## config.mk

```make
export PLATFORM = sky130hd
export DESIGN_NAME = integer_to_radix_digits
export DESIGN_NICKNAME = d
export VERILOG_FILES = /design/src/rtl/itrd_pkg.sv /design/src/rtl/itrd_div_unit.sv /design/src/rtl/integer_to_radix_digits.sv
export VERILOG_INCLUDE_DIRS = /design/src /design/src/rtl
export SDC_FILE = /design/constraint.sdc
export NUM_CORES = 1
export LEC_CHECK = 0
export ABC_AREA = 1
export ABC_CLOCK_PERIOD_IN_PS = 24100
export BUFFER_PORTS_ARGS = -buffer_cell sky130_fd_sc_hd__clkbuf_2
export CAP_MARGIN = 10
export CORE_MARGIN = 2
export CORE_UTILIZATION = 55
export DETAILED_ROUTE_END_ITERATION = 8
export PLACE_DENSITY = 0.75
export SETUP_SLACK_MARGIN = 0.02
export SLEW_MARGIN = 20
export SYNTH_ARGS = -nofsm -noshare
export SYNTH_HDL_FRONTEND = slang
export SYNTH_HIERARCHICAL = 1
export SYNTH_SLANG_ARGS = --single-unit
```

## constraint.sdc

```tcl
create_clock -name clk -period 24.1 [get_ports clk]
set_clock_uncertainty 0.15 [all_clocks]
set_input_delay 3.615 -clock clk [delete_from_list [all_inputs] [get_ports clk]]
set_output_delay 3.615 -clock clk [all_outputs]
set_load 0.03 [all_outputs]
```

## src/rtl/assert_macros.svh

```systemverilog
// assertion macros used by integer_to_radix_digits
`ifndef ASSERT_MACROS_SVH
`define ASSERT_MACROS_SVH

`ifndef SYNTHESIS

// same-cycle implication, checked out of reset
`define ITRD_ASSERT_IMP(label, clk, rst, ante, cons) \
  label: assert property (@(posedge clk) disable iff (rst) (ante) |-> (cons)) \
    else $error("assertion failed: same-cycle implication");

// next-cycle implication, checked out of reset
`define ITRD_ASSERT_NXT(label, clk, rst, ante, cons) \
  label: assert property (@(posedge clk) disable iff (rst) (ante) |=> (cons)) \
    else $error("assertion failed: next-cycle implication");

`else

`define ITRD_ASSERT_IMP(label, clk, rst, ante, cons)
`define ITRD_ASSERT_NXT(label, clk, rst, ante, cons)

`endif

`endif

```

## src/rtl/itrd_pkg.sv

```systemverilog
// shared constants, types and digit encoding for the radix digit converter
package itrd_pkg;

  localparam int VALUE_BITS_DEF = 64;
  localparam int VALUE_W        = 64;
  localparam int RADIX_W        = 5;
  localparam int DIGIT_W        = 4;
  localparam int CHAR_W         = 7;
  localparam int LEN_W          = 7;
  localparam int STEP_BITS      = 8;

  localparam logic [RADIX_W-1:0] RADIX_MIN = 5'd2;
  localparam logic [RADIX_W-1:0] RADIX_MAX = 5'd16;

  localparam logic [CHAR_W-1:0] CHAR_ZERO    = 7'h30;
  localparam logic [CHAR_W-1:0] CHAR_UPPER_A = 7'h41;
  localparam logic [CHAR_W-1:0] CHAR_LOWER_A = 7'h61;
  localparam logic [DIGIT_W-1:0] DIGIT_TEN   = 4'd10;

  // divider control from the sequencer
  typedef struct packed {
    logic start;
    logic load;
  } div_ctrl_t;

  // divider status back to the sequencer
  typedef struct packed {
    logic done;
    logic zero;
  } div_stat_t;

  // ascii character of one digit
  function automatic logic [CHAR_W-1:0] digit_to_ascii(input logic [DIGIT_W-1:0] d,
                                                       input logic upper);
    logic [CHAR_W-1:0] letter_base;
    letter_base = upper ? CHAR_UPPER_A : CHAR_LOWER_A;
    if (d < DIGIT_TEN) begin
      return CHAR_ZERO + CHAR_W'(d);
    end else begin
      return letter_base + CHAR_W'(d - DIGIT_TEN);
    end
  endfunction

endpackage

```

## src/rtl/itrd_div_unit.sv

```systemverilog
// iterative small-divisor divider, eight quotient bits per cycle
module itrd_div_unit #(
  parameter int VALUE_BITS = itrd_pkg::VALUE_BITS_DEF
) (
  input  logic                           clk,
  input  logic                           rst,
  input  itrd_pkg::div_ctrl_t            ctrl,
  input  logic [VALUE_BITS-1:0]          value_in,
  input  logic [itrd_pkg::RADIX_W-1:0]   radix_in,
  output itrd_pkg::div_stat_t            stat,
  output logic [itrd_pkg::DIGIT_W-1:0]   digit
);
  import itrd_pkg::*;

  localparam int CHUNKS   = (VALUE_BITS + STEP_BITS - 1) / STEP_BITS;
  localparam int PAD_BITS = CHUNKS * STEP_BITS;
  localparam int CNT_W    = (CHUNKS > 1) ? $clog2(CHUNKS) : 1;

  logic [PAD_BITS-1:0]  work;
  logic [PAD_BITS-1:0]  work_next;
  logic [DIGIT_W-1:0]   rem;
  logic [RADIX_W-1:0]   radix;
  logic [CNT_W-1:0]     cnt;
  logic                 active;
  logic                 done;
  logic [DIGIT_W-1:0]   part;
  logic [RADIX_W-1:0]   trial;
  logic [STEP_BITS-1:0] quo;

  // restoring division over the top byte of the working word
  always_comb begin
    part = rem;
    quo  = '0;
    trial = '0;
    for (int i = STEP_BITS - 1; i >= 0; i--) begin
      trial = {part, work[PAD_BITS-STEP_BITS+i]};
      if (trial >= radix) begin
        quo[i] = 1'b1;
        part   = DIGIT_W'(trial - radix);
      end else begin
        part   = trial[DIGIT_W-1:0];
      end
    end
    work_next = (work << STEP_BITS) | PAD_BITS'(quo);
  end

  // pass counter and completion pulse
  always_ff @(posedge clk) begin
    if (rst) begin
      active <= 1'b0;
      done   <= 1'b0;
      cnt    <= '0;
    end else begin
      done <= 1'b0;
      if (ctrl.start) begin
        active <= 1'b1;
        cnt    <= CNT_W'(CHUNKS - 1);
      end else if (active) begin
        if (cnt == '0) begin
          active <= 1'b0;
          done   <= 1'b1;
        end else begin
          cnt <= cnt - 1'b1;
        end
      end
    end
  end

  // working word, remainder and divisor
  always_ff @(posedge clk) begin
    if (ctrl.start) begin
      rem <= '0;
      if (ctrl.load) begin
        work  <= PAD_BITS'(value_in);
        radix <= radix_in;
      end
    end else if (active) begin
      work <= work_next;
      rem  <= part;
    end
  end

  assign stat.done = done;
  assign stat.zero = (work == '0);
  assign digit     = rem;

endmodule

```

## src/rtl/integer_to_radix_digits.sv

```systemverilog
// Converts an integer to ASCII digits, least significant first, one transfer per digit.
// Each digit comes from the shared divider, which retires eight quotient bits per cycle,
// and is then held on the output while out_stall is high. Input is stalled from acceptance
// until the last digit leaves. Synchronous active-high reset returns the sequencer to idle
// with no output pending.
module integer_to_radix_digits #(
  parameter int VALUE_BITS = itrd_pkg::VALUE_BITS_DEF
) (
  input  logic                          clk,
  input  logic                          rst,
  input  logic                          in_valid,
  output logic                          in_stall,
  input  logic                          op,
  input  logic [itrd_pkg::VALUE_W-1:0]  value,
  input  logic [itrd_pkg::RADIX_W-1:0]  radix,
  input  logic                          upper_case,
  output logic                          out_valid,
  input  logic                          out_stall,
  output logic [itrd_pkg::CHAR_W-1:0]   digit_char,
  output logic                          last,
  output logic                          negative,
  output logic [itrd_pkg::LEN_W-1:0]    length
);
  `include "assert_macros.svh"
  import itrd_pkg::*;

  typedef enum logic [2:0] {
    S_IDLE = 3'b001,
    S_DIV  = 3'b010,
    S_EMIT = 3'b100
  } state_t;

  state_t                state;
  state_t                state_next;
  logic                  neg;
  logic                  upper;
  logic [LEN_W-1:0]      count;
  logic [VALUE_BITS-1:0] raw;
  logic [VALUE_BITS-1:0] mag;
  logic                  in_neg;
  logic [RADIX_W-1:0]    radix_clamped;
  logic                  in_xfer;
  logic                  out_xfer;
  div_ctrl_t             div_ctrl;
  div_stat_t             div_stat;
  logic [DIGIT_W-1:0]    div_digit;

  // magnitude and clamped base of the incoming item
  always_comb begin
    raw    = value[VALUE_BITS-1:0];
    in_neg = op & raw[VALUE_BITS-1];
    mag    = in_neg ? (~raw + 1'b1) : raw;
    if (radix < RADIX_MIN) begin
      radix_clamped = RADIX_MIN;
    end else if (radix > RADIX_MAX) begin
      radix_clamped = RADIX_MAX;
    end else begin
      radix_clamped = radix;
    end
  end

  assign in_stall = (state != S_IDLE);
  assign in_xfer  = in_valid & ~in_stall;
  assign out_xfer = out_valid & ~out_stall;

  // divider start: new item, or next digit after a transfer
  always_comb begin
    div_ctrl.load  = (state == S_IDLE) & in_xfer;
    div_ctrl.start = div_ctrl.load | ((state == S_EMIT) & out_xfer & ~last);
  end

  itrd_div_unit #(
    .VALUE_BITS(VALUE_BITS)
  ) u_div (
    .clk      (clk),
    .rst      (rst),
    .ctrl     (div_ctrl),
    .value_in (mag),
    .radix_in (radix_clamped),
    .stat     (div_stat),
    .digit    (div_digit)
  );

  // sequencer next state
  always_comb begin
    state_next = state;
    unique case (state)
      S_IDLE: begin
        if (in_xfer) state_next = S_DIV;
      end
      S_DIV: begin
        if (div_stat.done) state_next = S_EMIT;
      end
      S_EMIT: begin
        if (out_xfer) state_next = last ? S_IDLE : S_DIV;
      end
      default: state_next = S_IDLE;
    endcase
  end

  // control registers
  always_ff @(posedge clk) begin
    if (rst) begin
      state     <= S_IDLE;
      out_valid <= 1'b0;
      count     <= '0;
    end else begin
      state <= state_next;
      if (in_xfer) begin
        count <= '0;
      end else if ((state == S_EMIT) & out_xfer) begin
        count <= count + 1'b1;
      end
      if ((state == S_DIV) & div_stat.done) begin
        out_valid <= 1'b1;
      end else if (out_xfer) begin
        out_valid <= 1'b0;
      end
    end
  end

  // item attributes and output payload
  always_ff @(posedge clk) begin
    if (in_xfer) begin
      neg   <= in_neg;
      upper <= upper_case;
    end
    if ((state == S_DIV) & div_stat.done) begin
      digit_char <= digit_to_ascii(div_digit, upper);
      last       <= div_stat.zero;
      negative   <= div_stat.zero & neg;
      length     <= div_stat.zero ? (count + LEN_W'(1) + LEN_W'(neg)) : '0;
    end
  end

  `ITRD_ASSERT_IMP(a_out_while_busy, clk, rst, out_valid, in_stall)
  `ITRD_ASSERT_IMP(a_early_fields, clk, rst, out_valid && !last, !negative && length == '0)
  `ITRD_ASSERT_NXT(a_accept_no_out, clk, rst, in_valid && !in_stall, !out_valid)
  `ITRD_ASSERT_NXT(a_last_to_idle, clk, rst, out_valid && !out_stall && last, !in_stall)

endmodule

```

==> results of run 1 <==
-- logic make-up (layout without fill, tap and decap cells) --
| group | after synthesis | after routing | share of synthesized area, % |
|---|---|---|---|
| AO/OA/AOI/OAI | 122 | 122 | 7.74 |
| XOR/XNOR | 61 | 61 | 5.93 |
| adder cells (fa/ha/maj) | 60 | 60 | 9.00 |
| buffers and inverters | 156 | 244 | 6.84 |
| flip-flops | 107 | 107 | 33.5 |
| AND/OR/NAND/NOR | 760 | 760 | 37.0 |
-- path summary, 6_finish.rpt --
| path | end | cells past startpoint |
|---|---|---|
| setup / recovery | u_div/digit[2] | 68 |
| setup reg to reg | u_div/digit[2] | 68 |
| hold reg to reg | u_div/cnt[1] | 2 |
| hold / removal | u_div/cnt[1] | 2 |
-- cells in the final DEF, fill, tap and decap left out, drive strengths merged --
master	Yosys	layout
a211oi	1	1
a21boi	5	5
a21o	5	5
a21oi	45	45
a31o	1	1
a31oi	2	2
and2	6	6
buf	12	4
clkbuf	12	103
clkinv	6	8
dfxtp	20	20
edfxtp	87	87
fa	8	8
ha	52	52
inv	126	129
nand2	461	461
nand3	57	57
nand3b	4	4
nand4	34	34
nor2	164	164
nor3	5	5
nor4	18	18
o21ai	60	60
o21bai	2	2
o31ai	1	1
or2	11	11
xnor2	24	24
xor2	37	37
-- worst max-delay path, delay by kind of cell, from the launching register on --
family	cells	cell delay [ps]
adder cells (fa/ha/maj)	8	2550
buffers and inverters	14	1490
flip-flops	1	650
AO/OA/AOI/OAI	5	640
AND/OR/NAND/NOR	41	4790
-- sequential cells by signal (all words and copies together), names as in the netlist --
name          cells
u_div/cnt         3
last              1
u_div/done        1
out_valid         1
u_div/radix       5
u_div/active      1
length            7
upper             1
u_div/digit       4
u_div/work       64
neg               1
state             3
negative          1
digit_char        7
count             7
-- area by class of cell --
cell class	count	area (µm²)
fill	1490	5940
inverter	132	497
timing repair buffer	96	490
multi-input combinational	1003	5400
clock buffer	11	275
sequential	107	3010
tap	216	270
clock inverter	5	53.8
-- metal layers --
layer | vias up | share of wire (%)
met4 | 0 | 2.3
li1 | 4286 | -
met5 | - | 0
met2 | 286 | 47
met1 | 3720 | 44
met3 | 36 | 6.7
-- metrics by stage --
stage,area (µm²),util (%)
after global placement,9670,60.6
after floorplan,9000,-
after global routing,10000,62.7
final,10000,62.7
after detailed placement,9670,60.6
after CTS,10000,62.7
==> impl_metrics.yaml, run 1 <==
place:
  port_buffers: 92
  pre_cts_ws_ps: 13830
  place_congestion: 0.983
  place.detailed.hpwl_um: 18400
  placedCellCount: 1554
logic_synthesis:
  synth.net_count: 1401
  synth_seq_cells: 107
  ys_async_sr_fraction_pct: 0
  yosysTopAreaCell: "edfxtp_1"
  synth_top_area_share_pct: 29.0
  yosys_warnings: 6
  ys.flop_type: "edfxtp_1"
  synth_edf_count: 87
  avgSynthCellArea_um2: 7.11
  synth.cell_area_um2: 9000
  synth_cell_type_count: 46
  synth_seq_area_share_pct: 33.5
  synth_commonest_cells: "447 x nand2_1, 142 x nor2_1, 122 x inv_1, 87 x edfxtp_1, 52 x ha_1"
  synth_most_common_cell: "nand2_1"
  synthTopCellsByArea: "edfxtp_1 29%, nand2_1 19%, ha_1 7.2%"
  syn_inst: 1266
detailed_routing:
  dr.pass1.iters: 5
  drc_errors: 0
  vias_per_cell: 5.30
  wl_um: 23100
  routedWlPerCell_um: 14.7
  dr.first_iter.drc_count: 753
  vias: 8328
  ant_nets: 0
floorplanning:
  core.rowCount: 46
  die_h_um: 132
  initial_utilization_pct: 56.5
  dieArea_um2: 17400
  pin_count: 93
  core_um2: 15900
  die_x_um: 132
clocking:
  root_buffer: "clkbuf_16"
  path_clk_slew_ps: 70
  cts_resized: 0
  htreeDepth: 3
  cts_sinks: 107
  cts_tree: "yes"
  post-cts-setup-buffer-count: 0
  clock_path_buffers: 2
  clkLatencyLatePin_ps: 350
  hold_buffers: 0
  cts_inserted_buffers: 9
setup_path:
  crit_fanout: 10
  ff2ff_setup_slack_ps: 13680
  crit_top_cell: "nand2_1"
  cp_data_arrival_time_ps: 10460
  r2r-start: "u_div/radix[1]"
  slowest_delay_ps: 650
  critPathCaptureType: "flop"
  slowest_stage: "edfxtp_1"
  start_kind: "flop"
  critPathKind: "reg -> reg"
  cp_data_required_time_ps: 24140
  startpoint: "u_div/radix[1]"
global_route:
  grt-ovfl-total: 0
  grt.met2_usage_pct: 44.8
  grtUsageMet3_pct: 4.61
  track_usage_pct: 26.7
  grt_max_degree: 82
  first_global_vias: 7815
  grt.busiest_layer: "met2"
  grt_pass1_wl_um: 37800
  grtUsageMet1_pct: 35.4
  antenna_found_initial: 0
sta:
  finalSetupViolations: 0
  tightest_slew_ps: 898
  clock.fmax_ghz: 0.0960
  worst_slack_ps: 13680
  hold_viol: 0
  slew_violations: 0
  rsz0062_at_grt: "false"
  relSlewSlack_pct: 40.0
  fin_crit_sh_pct: 43.2
  period_needed_ps: 10420
  setup_tns_ps: 0
  fin_hold_ws_ps: 322
cells_and_area:
  area_growth_pct: 11.0
  antennaDiodeCount: 0
  nNetsFinal: 1484
  drive_gt1_share_pct: 13.1
  fin_cells: 1570
status:
  outcome: "completed"
hold_path:
  hold_path.class: "reg -> reg"
  hold_path.startpoint: "u_div/cnt[1]"
run:
  cap_viol_max_count: 0
Power of run 1 is left out: the tool's default activity adds up to more than one toggle a clock period on the data nets, which glitch-free logic cannot reach.
==> run 2, diff against run 1 <==
--- a/config.mk
+++ b/config.mk
@@ -7,7 +7,7 @@
 export NUM_CORES = 1
 export LEC_CHECK = 0
 export ABC_AREA = 1
-export ABC_CLOCK_PERIOD_IN_PS = 24100
+export ABC_CLOCK_PERIOD_IN_PS = 10400
 export BUFFER_PORTS_ARGS = -buffer_cell sky130_fd_sc_hd__clkbuf_2
 export CAP_MARGIN = 10
 export CORE_MARGIN = 2
==> constraint.sdc (replaced) <==
create_clock -name clk -period 10.4 [get_ports clk]
set_clock_uncertainty 0.15 [all_clocks]
set_input_delay 1.56 -clock clk [delete_from_list [all_inputs] [get_ports clk]]
set_output_delay 1.56 -clock clk [all_outputs]
set_load 0.03 [all_outputs]
==> impl_metrics.yaml, run 2 (synthesis gave the netlist of run 1 again) <==
place:
  place.detailed.hpwl_um: 18500
  port_buffers: 92
  place_congestion: 1.03
  post_dp_cell_area_um2: 9690
  placedCellCount: 1557
detailed_routing:
  dr.pass1.iters: 5
  vias: 8451
  wl_um: 23600
  dr.first_iter.drc_count: 642
  vias_per_cell: 5.32
  routedWlPerCell_um: 14.8
  ant_nets: 0
  drc_errors: 0
floorplanning:
  core.rowCount: 46
  pin_count: 93
  initial_utilization_pct: 56.5
  core_um2: 15900
  die_h_um: 132
  dieArea_um2: 17400
  die_x_um: 132
cells_and_area:
  stdcell_area_um2: 10200
  antennaDiodeCount: 0
  fin_cells: 1590
  final_cell_mix: "445 x nand2_1, 140 x nor2_1, 117 x inv_1, 92 x clkbuf_2, 87 x edfxtp_1"
  top_register: "u_div/work"
  mostFrequentLayoutCell: "nand2_1"
  nNetsFinal: 1504
  largest_reg_flops: 64
  area_growth_pct: 13.8
  fill_cells: 1441
  drive_gt1_share_pct: 15.9
setup_path:
  cp_data_arrival_time_ps: 9790
  slowest_stage: "edfxtp_1"
  critPathCaptureType: "flop"
  critPathKind: "reg -> reg"
  slowest_delay_ps: 540
  start_kind: "flop"
  crit_fanout: 9
  cp_data_required_time_ps: 10460
  crit_top_cell: "nand2_1"
clocking:
  path_clk_slew_ps: 80
  cts_tree: "yes"
  root_buffer: "clkbuf_16"
  htreeDepth: 3
  clock_path_buffers: 2
  clkLatencyLatePin_ps: 350
  hold_buffers: 0
  cts_inserted_buffers: 9
  cts_sinks: 107
sta:
  fin_hold_ws_ps: 321
  clock.fmax_ghz: 0.103
  relSlewSlack_pct: 38.8
  tightest_slew_ps: 917
  fin_crit_sh_pct: 93.6
  hold_viol: 0
  finalSetupViolations: 0
  period_needed_ps: 9730
  slew_violations: 0
  setup_tns_ps: 0
global_route:
  grt_max_degree: 69
  grt_pass1_wl_um: 38100
  first_global_vias: 7805
  antenna_found_initial: 0
  grt-ovfl-total: 0
  track_usage_pct: 26.9
run:
  cap_viol_max_count: 0
hold_path:
  hold_path.class: "reg -> reg"
status:
  outcome: "completed"
==> run 2: cell types whose count changed in the layout (fill, tap and decap cells not counted), sizes merged <==
cell	previous run	this run
clkbuf	103	101
buf	4	24
clkinvlp	0	2
==> run 2: area by class of cell <==
cell class                      count  area, µm²  area share [%]
Multi-Input combinational cell   1003       5520            53.9
Sequential cell                   107       3010            29.4
Timing Repair Buffer              116        648            6.32
Inverter                          132        500            4.88
Tap cell                          216        270            2.64
Clock buffer                        9        225            2.20
Clock inverter                      7       66.3           0.647
==> run 2: worst paths after layout <==
path / depth (start not counted) / slack, ps / startpoint / end
min reg2reg: 2 / 320 / out_valid / out_valid
max: 66 / 670 / u_div/radix[1] / u_div/digit[2]
min: 2 / 320 / out_valid / out_valid
max reg2reg: 66 / 670 / u_div/radix[1] / u_div/digit[2]
==> run 2: worst max-delay path, delay by kind of cell, from the launching register on <==
kind                     cells  cell delay [ps]
XOR/XNOR                     1              160
flip-flops                   1              540
buffers and inverters       15             1320
AO/OA/AOI/OAI                6              730
adder cells (fa/ha/maj)      8             2530
AND/OR/NAND/NOR             36             4160
==> run 2: timing repair <==
| action | in CTS | in global routing |
|---|---|---|
| setup endpoints to repair | 0 | 5 |
| resized for setup | 0 | 26 |
| setup buffers | 0 | 17 |
==> run 2: per-layer routing <==
metal / routed length, µm / track usage, % / up-vias
li1: - / - / 4325
met1: 10800 / 36.9 / 3804
met2: 11000 / 45.4 / 280
met3: 1200 / 2.54 / 42
met4: 576 / 7.73 / 0
met5: 0 / 0 / -
==> run 2: through the flow <==
| stage | util [%] | worst slack, ps |
|---|---|---|
| floorplan | - | 1210 |
| global placement | 60.8 | 845 |
| detailed placement | 60.8 | 370 |
| CTS | 62.6 | 309 |
| global route | 64.3 | -92.8 |
| finish | 64.3 | 670 |
Power of run 2 is left out for the same reason.
